### src/hw/rtl/sm3_pkg.sv
`timescale 1ns / 1ps
package sm3_pkg;

  localparam int unsigned BlkBytes = 64;
  localparam int unsigned LenPos   = 56;

  localparam logic [7:0]  PadByte = 8'h80;
  localparam logic [31:0] TLow    = 32'h79cc4519;
  localparam logic [31:0] THigh   = 32'h7a879d8a;

  localparam logic [31:0] Iv [8] = '{
    32'h7380166f, 32'h4914b2b9, 32'h172442d7, 32'hda8a0600,
    32'ha96f30bc, 32'h163138aa, 32'he38dee4d, 32'hb0fb0e4e
  };

  // Rotate left by 0..31
  function automatic logic [31:0] rotl32(input logic [31:0] x, input logic [4:0] r);
    logic [63:0] dbl;
    dbl = {x, x} << r;
    return dbl[63:32];
  endfunction

  function automatic logic [31:0] perm0(input logic [31:0] x);
    return x ^ rotl32(x, 5'd9) ^ rotl32(x, 5'd17);
  endfunction

  function automatic logic [31:0] perm1(input logic [31:0] x);
    return x ^ rotl32(x, 5'd15) ^ rotl32(x, 5'd23);
  endfunction

endpackage

### src/hw/rtl/sm3_hash_engine.sv
`timescale 1ns / 1ps
// SM3 engine: one byte of an item is written into the block store per cycle while no block
// is being compressed; a new item is accepted only after all bytes of the last are written.
// A full 64-byte block is read from the store word by word, then compressed in 64 rounds.
// The last item adds padding bytes (one per cycle outside compression, up to two compressions),
// then eight digest items follow, one per cycle when not stalled. Input is stalled meanwhile.
// rst_ni (async, low) loads the IV and clears length, fill level and control state.
module sm3_hash_engine
  import sm3_pkg::*;
(
  input  logic        clk_i,
  input  logic        rst_ni,
  input  logic        msg_valid_i,
  output logic        msg_stall_o,
  input  logic [31:0] msg_word_i,
  input  logic [2:0]  byte_count_i,
  input  logic        end_of_message_i,
  output logic        digest_valid_o,
  input  logic        digest_stall_i,
  output logic [31:0] digest_word_o,
  output logic        digest_last_o
);

  typedef enum logic [2:0] {
    ST_IDLE, ST_PUSH, ST_LOAD, ST_ROUND, ST_OUT
  } state_e;

  typedef enum logic [2:0] {
    PAD_NONE, PAD_80, PAD_ZERO, PAD_LEN, PAD_DONE
  } pad_e;

  state_e       state_q, state_d;
  pad_e         pad_q, pad_d;
  logic [31:0]  word_q, word_d;
  logic [2:0]   nleft_q, nleft_d;
  logic [2:0]   lcnt_q, lcnt_d;
  logic [5:0]   fill_q, fill_d;
  logic [63:0]  len_q, len_d;
  logic [4:0]   ld_cnt_q, ld_cnt_d;
  logic [5:0]   rnd_q, rnd_d;
  logic [2:0]   idx_q, idx_d;
  logic [31:0]  cv_q [8];
  logic [31:0]  cv_d [8];
  logic [31:0]  wv_q [8];
  logic [31:0]  wv_d [8];
  logic [31:0]  win_q [16];
  logic [31:0]  win_d [16];

  // Block store: four byte lanes of 16 entries, one word read per cycle
  logic [7:0]   blk_mem [4][16];
  logic         wr_en;
  logic [7:0]   wr_byte;
  logic [31:0]  rdata_q;

  logic         in_acc, out_acc;
  logic [2:0]   n_sat;

  // Round datapath
  logic [31:0]  a12, tj, ss1, ss2, ff, gg, tt1, tt2, w_new;
  logic         hi_rnd;

  assign msg_stall_o    = (state_q != ST_IDLE);
  assign in_acc         = msg_valid_i && !msg_stall_o;
  assign digest_valid_o = (state_q == ST_OUT);
  assign digest_word_o  = cv_q[idx_q];
  assign digest_last_o  = (state_q == ST_OUT) && (idx_q == 3'd7);
  assign out_acc        = digest_valid_o && !digest_stall_i;
  assign n_sat          = (byte_count_i > 3'd4) ? 3'd4 : byte_count_i;

  // One SM3 round on the working variables
  always_comb begin
    hi_rnd = (rnd_q >= 6'd16);
    a12    = rotl32(wv_q[0], 5'd12);
    tj     = rotl32(hi_rnd ? THigh : TLow, rnd_q[4:0]);
    ss1    = rotl32(a12 + wv_q[4] + tj, 5'd7);
    ss2    = ss1 ^ a12;
    if (hi_rnd) begin
      ff = (wv_q[0] & wv_q[1]) | (wv_q[0] & wv_q[2]) | (wv_q[1] & wv_q[2]);
      gg = (wv_q[4] & wv_q[5]) | (~wv_q[4] & wv_q[6]);
    end else begin
      ff = wv_q[0] ^ wv_q[1] ^ wv_q[2];
      gg = wv_q[4] ^ wv_q[5] ^ wv_q[6];
    end
    tt1   = ff + wv_q[3] + ss2 + (win_q[0] ^ win_q[4]);
    tt2   = gg + wv_q[7] + ss1 + win_q[0];
    w_new = perm1(win_q[0] ^ win_q[7] ^ rotl32(win_q[13], 5'd15))
            ^ rotl32(win_q[3], 5'd7) ^ win_q[10];
  end

  // Next-state logic
  always_comb begin
    state_d  = state_q;
    pad_d    = pad_q;
    word_d   = word_q;
    nleft_d  = nleft_q;
    lcnt_d   = lcnt_q;
    fill_d   = fill_q;
    len_d    = len_q;
    ld_cnt_d = ld_cnt_q;
    rnd_d    = rnd_q;
    idx_d    = idx_q;
    cv_d     = cv_q;
    wv_d     = wv_q;
    win_d    = win_q;
    wr_en    = 1'b0;
    wr_byte  = 8'h00;

    case (state_q)
      ST_IDLE: begin
        if (in_acc) begin
          word_d  = msg_word_i;
          nleft_d = n_sat;
          pad_d   = end_of_message_i ? PAD_80 : PAD_NONE;
          state_d = ST_PUSH;
        end
      end

      ST_PUSH: begin
        if (nleft_q != 3'd0) begin
          wr_en   = 1'b1;
          wr_byte = word_q[31:24];
          word_d  = {word_q[23:0], 8'h00};
          nleft_d = nleft_q - 3'd1;
          len_d   = len_q + 64'd8;
        end else begin
          case (pad_q)
            PAD_80: begin
              wr_en   = 1'b1;
              wr_byte = PadByte;
              pad_d   = PAD_ZERO;
            end
            PAD_ZERO: begin
              if (fill_q == 6'(LenPos)) begin
                pad_d  = PAD_LEN;
                lcnt_d = 3'd0;
              end else begin
                wr_en = 1'b1;
              end
            end
            PAD_LEN: begin
              wr_en   = 1'b1;
              wr_byte = len_q[{~lcnt_q, 3'b000} +: 8];
              lcnt_d  = lcnt_q + 3'd1;
              if (lcnt_q == 3'd7) pad_d = PAD_DONE;
            end
            default: state_d = ST_IDLE;
          endcase
        end
        // Full block goes to compression
        if (wr_en) begin
          if (fill_q == 6'(BlkBytes - 1)) begin
            fill_d   = 6'd0;
            ld_cnt_d = 5'd0;
            state_d  = ST_LOAD;
          end else begin
            fill_d = fill_q + 6'd1;
          end
        end
      end

      ST_LOAD: begin
        ld_cnt_d = ld_cnt_q + 5'd1;
        if (ld_cnt_q != 5'd0) begin
          for (int i = 0; i < 15; i++) win_d[i] = win_q[i + 1];
          win_d[15] = rdata_q;
        end
        if (ld_cnt_q == 5'd16) begin
          wv_d    = cv_q;
          rnd_d   = 6'd0;
          state_d = ST_ROUND;
        end
      end

      ST_ROUND: begin
        // Expansion window slides one word per round
        for (int i = 0; i < 15; i++) win_d[i] = win_q[i + 1];
        win_d[15] = w_new;
        wv_d[0] = tt1;
        wv_d[1] = wv_q[0];
        wv_d[2] = rotl32(wv_q[1], 5'd9);
        wv_d[3] = wv_q[2];
        wv_d[4] = perm0(tt2);
        wv_d[5] = wv_q[4];
        wv_d[6] = rotl32(wv_q[5], 5'd19);
        wv_d[7] = wv_q[6];
        rnd_d   = rnd_q + 6'd1;
        if (rnd_q == 6'd63) begin
          for (int i = 0; i < 8; i++) cv_d[i] = cv_q[i] ^ wv_d[i];
          if (pad_q == PAD_DONE) begin
            idx_d   = 3'd0;
            state_d = ST_OUT;
          end else begin
            state_d = ST_PUSH;
          end
        end
      end

      ST_OUT: begin
        if (out_acc) begin
          idx_d = idx_q + 3'd1;
          if (idx_q == 3'd7) begin
            cv_d    = Iv;
            len_d   = 64'd0;
            fill_d  = 6'd0;
            pad_d   = PAD_NONE;
            state_d = ST_IDLE;
          end
        end
      end

      default: state_d = ST_IDLE;
    endcase
  end

  // State and datapath registers
  always_ff @(posedge clk_i or negedge rst_ni) begin
    if (!rst_ni) begin
      state_q  <= ST_IDLE;
      pad_q    <= PAD_NONE;
      word_q   <= '0;
      nleft_q  <= '0;
      lcnt_q   <= '0;
      fill_q   <= '0;
      len_q    <= '0;
      ld_cnt_q <= '0;
      rnd_q    <= '0;
      idx_q    <= '0;
      cv_q     <= Iv;
      for (int i = 0; i < 8; i++) wv_q[i] <= '0;
      for (int i = 0; i < 16; i++) win_q[i] <= '0;
    end else begin
      state_q  <= state_d;
      pad_q    <= pad_d;
      word_q   <= word_d;
      nleft_q  <= nleft_d;
      lcnt_q   <= lcnt_d;
      fill_q   <= fill_d;
      len_q    <= len_d;
      ld_cnt_q <= ld_cnt_d;
      rnd_q    <= rnd_d;
      idx_q    <= idx_d;
      cv_q     <= cv_d;
      wv_q     <= wv_d;
      win_q    <= win_d;
    end
  end

  // Block store: byte write, registered word read
  always_ff @(posedge clk_i) begin
    if (wr_en) blk_mem[fill_q[1:0]][fill_q[5:2]] <= wr_byte;
    rdata_q <= {blk_mem[0][ld_cnt_q[3:0]], blk_mem[1][ld_cnt_q[3:0]],
                blk_mem[2][ld_cnt_q[3:0]], blk_mem[3][ld_cnt_q[3:0]]};
  end

endmodule

### config.mk
export PLATFORM = sky130hd
export DESIGN_NAME = sm3_hash_engine
export DESIGN_NICKNAME = d
export VERILOG_FILES = /design/src/hw/rtl/sm3_pkg.sv /design/src/hw/rtl/sm3_hash_engine.sv
export SDC_FILE = /design/constraint.sdc
export NUM_CORES = 2
export LEC_CHECK = 0
export ABC_AREA = 1
export ABC_CLOCK_PERIOD_IN_PS = 6250
export BUFFER_PORTS_ARGS = -buffer_cell sky130_fd_sc_hd__buf_2
export CORE_MARGIN = 2
export CORE_UTILIZATION = 58
export DETAILED_ROUTE_END_ITERATION = 8
export PLACE_DENSITY_LB_ADDON = 0.2
export REMOVE_ABC_BUFFERS = 1
export SYNTH_ARGS = -nofsm -noshare
export SYNTH_HDL_FRONTEND = slang
export SYNTH_SLANG_ARGS = --single-unit
export TNS_END_PERCENT = 10
### constraint.sdc
create_clock -name clk_i -period 6.25 [get_ports clk_i]
set_input_delay 0.625 -clock clk_i [delete_from_list [all_inputs] [get_ports clk_i]]
set_output_delay 0.625 -clock clk_i [all_outputs]
set_load 0.01 [all_outputs]
# == Word level (Yosys, flattened, before mapping) ==
# Memories as Yosys holds them, arrays and structs flattened.
# Index checks and enable logic that the tools add are counted.
# totals
elab_cells,245
ramBits,512
out_inout_bits,35
n_memories,1
inputBits,40
ff_bits,1184
# memory_table
name,words,word_bits,read_ports,rd_clocked_by_memory_dff,write_ports,line,text
blk_mem,4,128,4,0,1,sm3_hash_engine.sv:50,logic [7:0] blk_mem [4][16];
# classes
muxes,83
n_bitwise,36
n_lt_le_gt_ge,6
n_reduce_logical,30
shifts,2
n_eq_ne,29
add_sub_neg,15
# op_table
cell,count
256-bit 2-to-1 mux,4
256-bit one-hot mux with 2 select lines,2
512-bit one-hot mux with 2 select lines,1
32-bit XOR,22
512-bit 2-to-1 mux,1
32-bit adder,8
32-bit 2-to-1 mux,6
64-bit 2-to-1 mux,3
32-bit AND,5
8-bit binary-select mux with 4-bit select,4
128-bit 2-to-1 mux,1
64-bit one-hot mux with 2 select lines,1
32-bit binary-select mux with 3-bit select,1
32-bit bitwise OR,3
8-bit 2-to-1 mux,11
64-bit by 4-bit adder with 64-bit output (second input constant),1
32-bit one-hot mux with 2 select lines,1
64-bit by 7-bit indexed part select with 8-bit output,1
63-bit by 5-bit << shifter with 64-bit output,1
3-bit 2-to-1 mux,21
8-bit demux with 4-bit select,1
32-bit NOT,1
6-bit 2-to-1 mux,5
26-bit 2-to-1 mux,1
other kinds (44),95

# == Longest topological paths before layout ==
# depth
depth_word,12
ltp_mapped,52
depth_no_buf,50

# == Least setup slack after synthesis ==
# OpenSTA, ideal clock, no wires.
# synth_timing
path_type,reg2reg
start,reg rnd_q[4]
end,reg cv_q[251] (netlist bit)
arrival_ns,6.711
setup_time_ns,0.071
path_buffers,2
required_time_ns,6.179
path_stages_with_launch,45
period_less_slack_ns,6.782
setup_slack_ns,-0.532
path_cell_list,dfrtp_1 > buf_2 > nor2_4 > inv_2 > clkbuf_1 > ha_1 > inv_1 > nand2_1 > o21ai_0 > a21o_1 > inv_1 > nand2_1 > o21ai_0 > nand2_1 > o21ai_0 > fa_1 > inv_1 > ha_1 > [... 9 more ...] > fa_1 > inv_1 > fa_1 > inv_1 > fa_1 > inv_1 > nand3_1 > nand2_1 > a31oi_1 > o21ai_0 > nand4_1 > nand2_1 > nand2_1 > nand2_1 > nand2_1 > nand2_1 > nand2_1 > nor2_1
# synth_via
elab_chain_len,10
elab_cells_between_ends,15
cone_classes,add/sub: 4; order compare: 1; eq/ne: 2; shift: 1; mux: 4; bitwise: 2; reduce/logical: 1
# synth_lines
element,line,text
start: declaration,sm3_hash_engine.sv:40,"logic [5:0] rnd_q, rnd_d;"
start signal: assignment,sm3_hash_engine.sv:240,rnd_q <= rnd_d;
6-bit by 5-bit greater-or-equal comparator with 1-bit output,sm3_hash_engine.sv:72,hi_rnd = (rnd_q >= 6'd16);
26-bit 2-to-1 mux,sm3_hash_engine.sv:74,"tj = rotl32(hi_rnd ? THigh : TLow, rnd_q[4:0]);"
63-bit by 5-bit << shifter with 64-bit output,sm3_pkg.sv:19,"dbl = {x, x} << r;"
32-bit adder,sm3_hash_engine.sv:75,"ss1 = rotl32(a12 + wv_q[4] + tj, 5'd7);"
32-bit XOR,sm3_hash_engine.sv:76,ss2 = ss1 ^ a12;
32-bit adder (2 in a row),sm3_hash_engine.sv:84,tt1 = ff + wv_q[3] + ss2 + (win_q[0] ^ win_q[4]);
32-bit XOR,sm3_hash_engine.sv:188,for (int i = 0; i < 8; i++) cv_d[i] = cv_q[i] ^ wv_d[i];
256-bit 2-to-1 mux,sm3_hash_engine.sv:187,if (rnd_q == 6'd63) begin
256-bit one-hot mux with 2 select lines,sm3_hash_engine.sv:108,case (state_q)
end signal: assignment,sm3_hash_engine.sv:228,cv_q <= Iv;
end signal: assignment,sm3_hash_engine.sv:242,cv_q <= cv_d;
end: declaration,sm3_hash_engine.sv:42,logic [31:0] cv_q [8];
# Parallel ways exist; a longest one is shown, timed or not. The select of a mux whose other input is x is not followed.
# A chain may end at the register's enable or synchronous reset.

# == Worst setup path in the final report ==
# layout_timing
start,reg rnd_q[4]
end,reg wv_q[102] (netlist bit)
# layout_via
elab_chain_len,9
elab_cells_between_ends,11
cone_classes,add/sub: 4; order compare: 1; shift: 1; mux: 3; bitwise: 2
# layout_lines
element,line,text
6-bit by 5-bit greater-or-equal comparator with 1-bit output,sm3_hash_engine.sv:72,
26-bit 2-to-1 mux,sm3_hash_engine.sv:74,
63-bit by 5-bit << shifter with 64-bit output,sm3_pkg.sv:19,
32-bit adder,sm3_hash_engine.sv:75,
32-bit adder * (2 in a row),sm3_hash_engine.sv:85,tt2 = gg + wv_q[7] + ss1 + win_q[0];
32-bit XOR,sm3_pkg.sv:24,"return x ^ rotl32(x, 5'd9) ^ rotl32(x, 5'd17);"
32-bit XOR *,sm3_pkg.sv:24,
256-bit one-hot mux with 2 select lines *,sm3_hash_engine.sv:108,
end signal: assignment,sm3_hash_engine.sv:243,wv_q <= wv_d;
end: declaration,sm3_hash_engine.sv:44,logic [31:0] wv_q [8];
# Mark *: on every way between the ends. The rest lies on a longest branch, timed or not.

==> reports/qor.csv <==
metric,value,unit
"most used cell, CP",nand2_1,
die height,392.4,um
# setup viols final,123,
clock period minus worst slack,7.180,ns
relative max-transition margin,0.09841,
library cells used by synthesis,74,
setup slack at placement,-1.952,ns
Root Driver,clkbuf_16,
Max Cap Viol,0,
CP peak stage delay,0.61,ns
Post-synth top flop,dfrtp_1,
pwr/cell area,217.8,mW/mm2
violated checks,negative setup slack,
Post-synth EDFFs,512,
Worst Reg2Reg Path Length in Cells,45,
Max Freq,0.1393,GHz
pin count of the biggest net entering global routing,227,
total wire length,309000,um
worst setup margin,-0.9302,ns
Nets,10880,
status,"finished, violations left",
Initial Utilization,0.5842,
top layer in use,met5,
share of layout cells above drive strength 1,0.1761,
Layout Area Growth over Synthesis,19.14,%
CP endpoint,wv_q[102],
clock skew,0.08886,ns
period utilisation layout,1.149,
first-pass GRT wire length,458100,um
placed cell count,12310,
Detail Placement HPWL,216900,um
Pins Over Slew Limit,0,
clock-pin slew on the worst setup and hold paths,0.06,ns
Leak,45.41,nW
1st-iter DRT viols,9017,
total CTS buffers,178,
"Cell Area, Placed",0.09428,mm2
Worst R2R End,wv_q[102],
final instance count without filler cells,12720,
"Hold Vio Cnt, Final",0,
Util after Layout,0.6960,
"Slowest-stage cell, CP",fa_2,
post-synthesis sequential area ratio,0.5133,
Synth Instances,10020,
RD Place Congestion,1.035,
syn avg cell area,8.733,um2
DRT Pass-1 Iters,9,
unrepaired setup endpoints after global routing,yes,
clk sinks,1693,
Filler Cell Count,11530,
"leading cell type in the layout, fill and taps excluded",nand2_1,
routed wl met2,134700,um
"FF+latch count, synth",1693,
Mapped Area,0.08750,mm2
H-tree lvl count,4,
Overall Power,22.71,mW
r2r setup slk,-0.93,ns
critical path type,flip-flop to flip-flop,
register area,0.04493,mm2
vias per inst,5.963,
Post-synth ARST share,0.6787,
Total GRT Usage,0.4009,
design area,0.1042,mm2
Worst EP arrival,7.87,ns
Worst VDD drop,0.3112,mV
most frequent cells in the layout,"2492 x nand2_1, 1105 x o21ai_0, 1025 x dfrtp_1",
reg-to-reg startpoint,rnd_q[4],
Routed Antenna Nets,0,
Worst Tran Pin Value,1.352,ns
clk buf depth,3,
via count,75830,
CP Launch Type,flip-flop,
vias in the first global route,72350,
Die Wd,392.4,um
GR Overflow Total,0,
port bufs,74,
clock latency on the worst-skew pair,0.87,ns
WL/cell,24.30,um
Worst EP required,6.94,ns
CP endpoint kind,flip-flop,
HP Class,input pin to flip-flop,
Met1 Routed Length,121400,um
CTS tree,built,
std cell rows,142,
CP Launch Point,rnd_q[4],
Yosys warnings,0,
initial antenna violation count,10,
multi-input logic area,0.04061,mm2
Core Region,0.1498,mm2
crit-path max FO,5,
drt drc,0,
Met3 Routed Length,31950,um
total die area,0.1540,mm2
# IOs,75,
## worst min-delay path by stage
stage	slack (ns)	depth (start not counted)	start	end
global placement	0.45	2	win_q[451]	win_q[483]
detailed placement	0.45	2	win_q[101]	win_q[133]
floorplan	0.33	0	rst_ni	a12[0]
finish	0.03	3	msg_word_i[25]	word_q[25]
global route	0.02	3	msg_word_i[25]	word_q[25]
CTS	0.0003	3	msg_word_i[25]	word_q[25]
## power breakdown
part / internal, mW / leakage [nW] / switching [mW]
combinational: 0.0288 / 24.6 / 0.170
clock: 6.34 / 3.02 / 4.79
sequential: 11.4 / 17.8 / 0.00348
## layer usage
layer | track usage | vias up
li1 | - | 34280
met1 | 0.5461 | 36870
met2 | 0.5942 | 3908
met3 | 0.09280 | 765
met4 | 0.2243 | 6
met5 | 0 | -
## sequential cells by signal, summed over array words and instances, names as in the netlist
name / cells
wv_q: 224
a12: 32
word_q: 32
cv_q: 256
ld_cnt_q: 5
idx_q: 3
nleft_q: 3
state_q: 3
blk_mem: 512
lcnt_q: 3
win_q: 512
pad_q: 3
rdata_q: 32
rnd_q: 6
fill_q: 6
len_q: 61
## stage by stage
step | hold slack, ns | setup TNS, ns
floorplan | 0.3294 | -
global placement | 0.4487 | -181.83
detailed placement | 0.4507 | -177.23
CTS | 0.0003306 | -89.09
global route | 0.02052 | -127.54
finish | 0.03234 | -89.76
## cells in the mapped netlist, drive strengths merged, types with 2 or more instances
library cell	n	area share
xor2	283	0.028
mux2i	27	0.0031
inv	814	0.035
o31ai	11	0.00094
o21ai	1332	0.076
and3	5	0.00036
o21bai	15	0.0013
o21a	7	0.00060
dfstp	119	0.036
edfxtp	512	0.18
o22ai	148	0.011
a21oi	512	0.029
ha	112	0.016
clkbuf	360	0.015
a31oi	89	0.0064
nand4	80	0.0061
nor3	84	0.0053
or2	6	0.00043
nor2	813	0.036
nand3	277	0.016
nand2	2641	0.11
xnor2	96	0.0096
a21o	9	0.00077
dfxtp	32	0.0073
o211ai	217	0.019
fa	188	0.043
dfrtp	1030	0.29
a221oi	2	0.00020
nor3b	5	0.00049
o221ai	2	0.00020
clkinv	3	0.00013
a41oi	2	0.00020
nor4	15	0.0011
a211oi	3	0.00026
nand3b	3	0.00026
buf	149	0.0083
a21boi	2	0.00017
## cells by family (layout without fill, tap and decap cells)
group | Yosys count | after routing | synth area share
flip-flops | 1693 | 1693 | 0.5133
buffers and inverters | 1326 | 2003 | 0.05881
AND/OR/NAND/NOR | 3931 | 3931 | 0.1803
XOR/XNOR | 380 | 380 | 0.03837
multiplexers | 27 | 27 | 0.003089
adder cells (fa/ha/maj) | 300 | 300 | 0.05903
other | 0 | 4 | 0
AO/OA/AOI/OAI | 2362 | 2362 | 0.1471
## worst max-delay path: cells and delay by family (launching register included)
family | cells | cell delay (ns)
fa+ha+maj | 7 | 2.66
compound gates | 8 | 1.00
xor+xnor | 1 | 0.13
flops | 1 | 0.41
buf+inv | 12 | 1.22
simple gates | 17 | 1.59
## final cells by class
| type | instances | share of cell area |
|---|---|---|
| clock buffers | 257 | 0.04859 |
| multi-input cells | 7000 | 0.3896 |
| flip-flops and latches | 1693 | 0.4310 |
| diodes | 4 | 0.00009602 |
| well taps | 2016 | 0.02420 |
| repair buffers | 850 | 0.06556 |
| inverters | 817 | 0.02987 |
| clock inverters | 79 | 0.01111 |
## what timing repair did
item,in CTS,in global routing
resized for setup,564,279
setup endpoints to repair,124,124
endpoints found under the hold margin,85,0
hold buffers,10,0
pin swaps,159,96
setup buffers,39,20
Power figures use the tool's default switching activity.
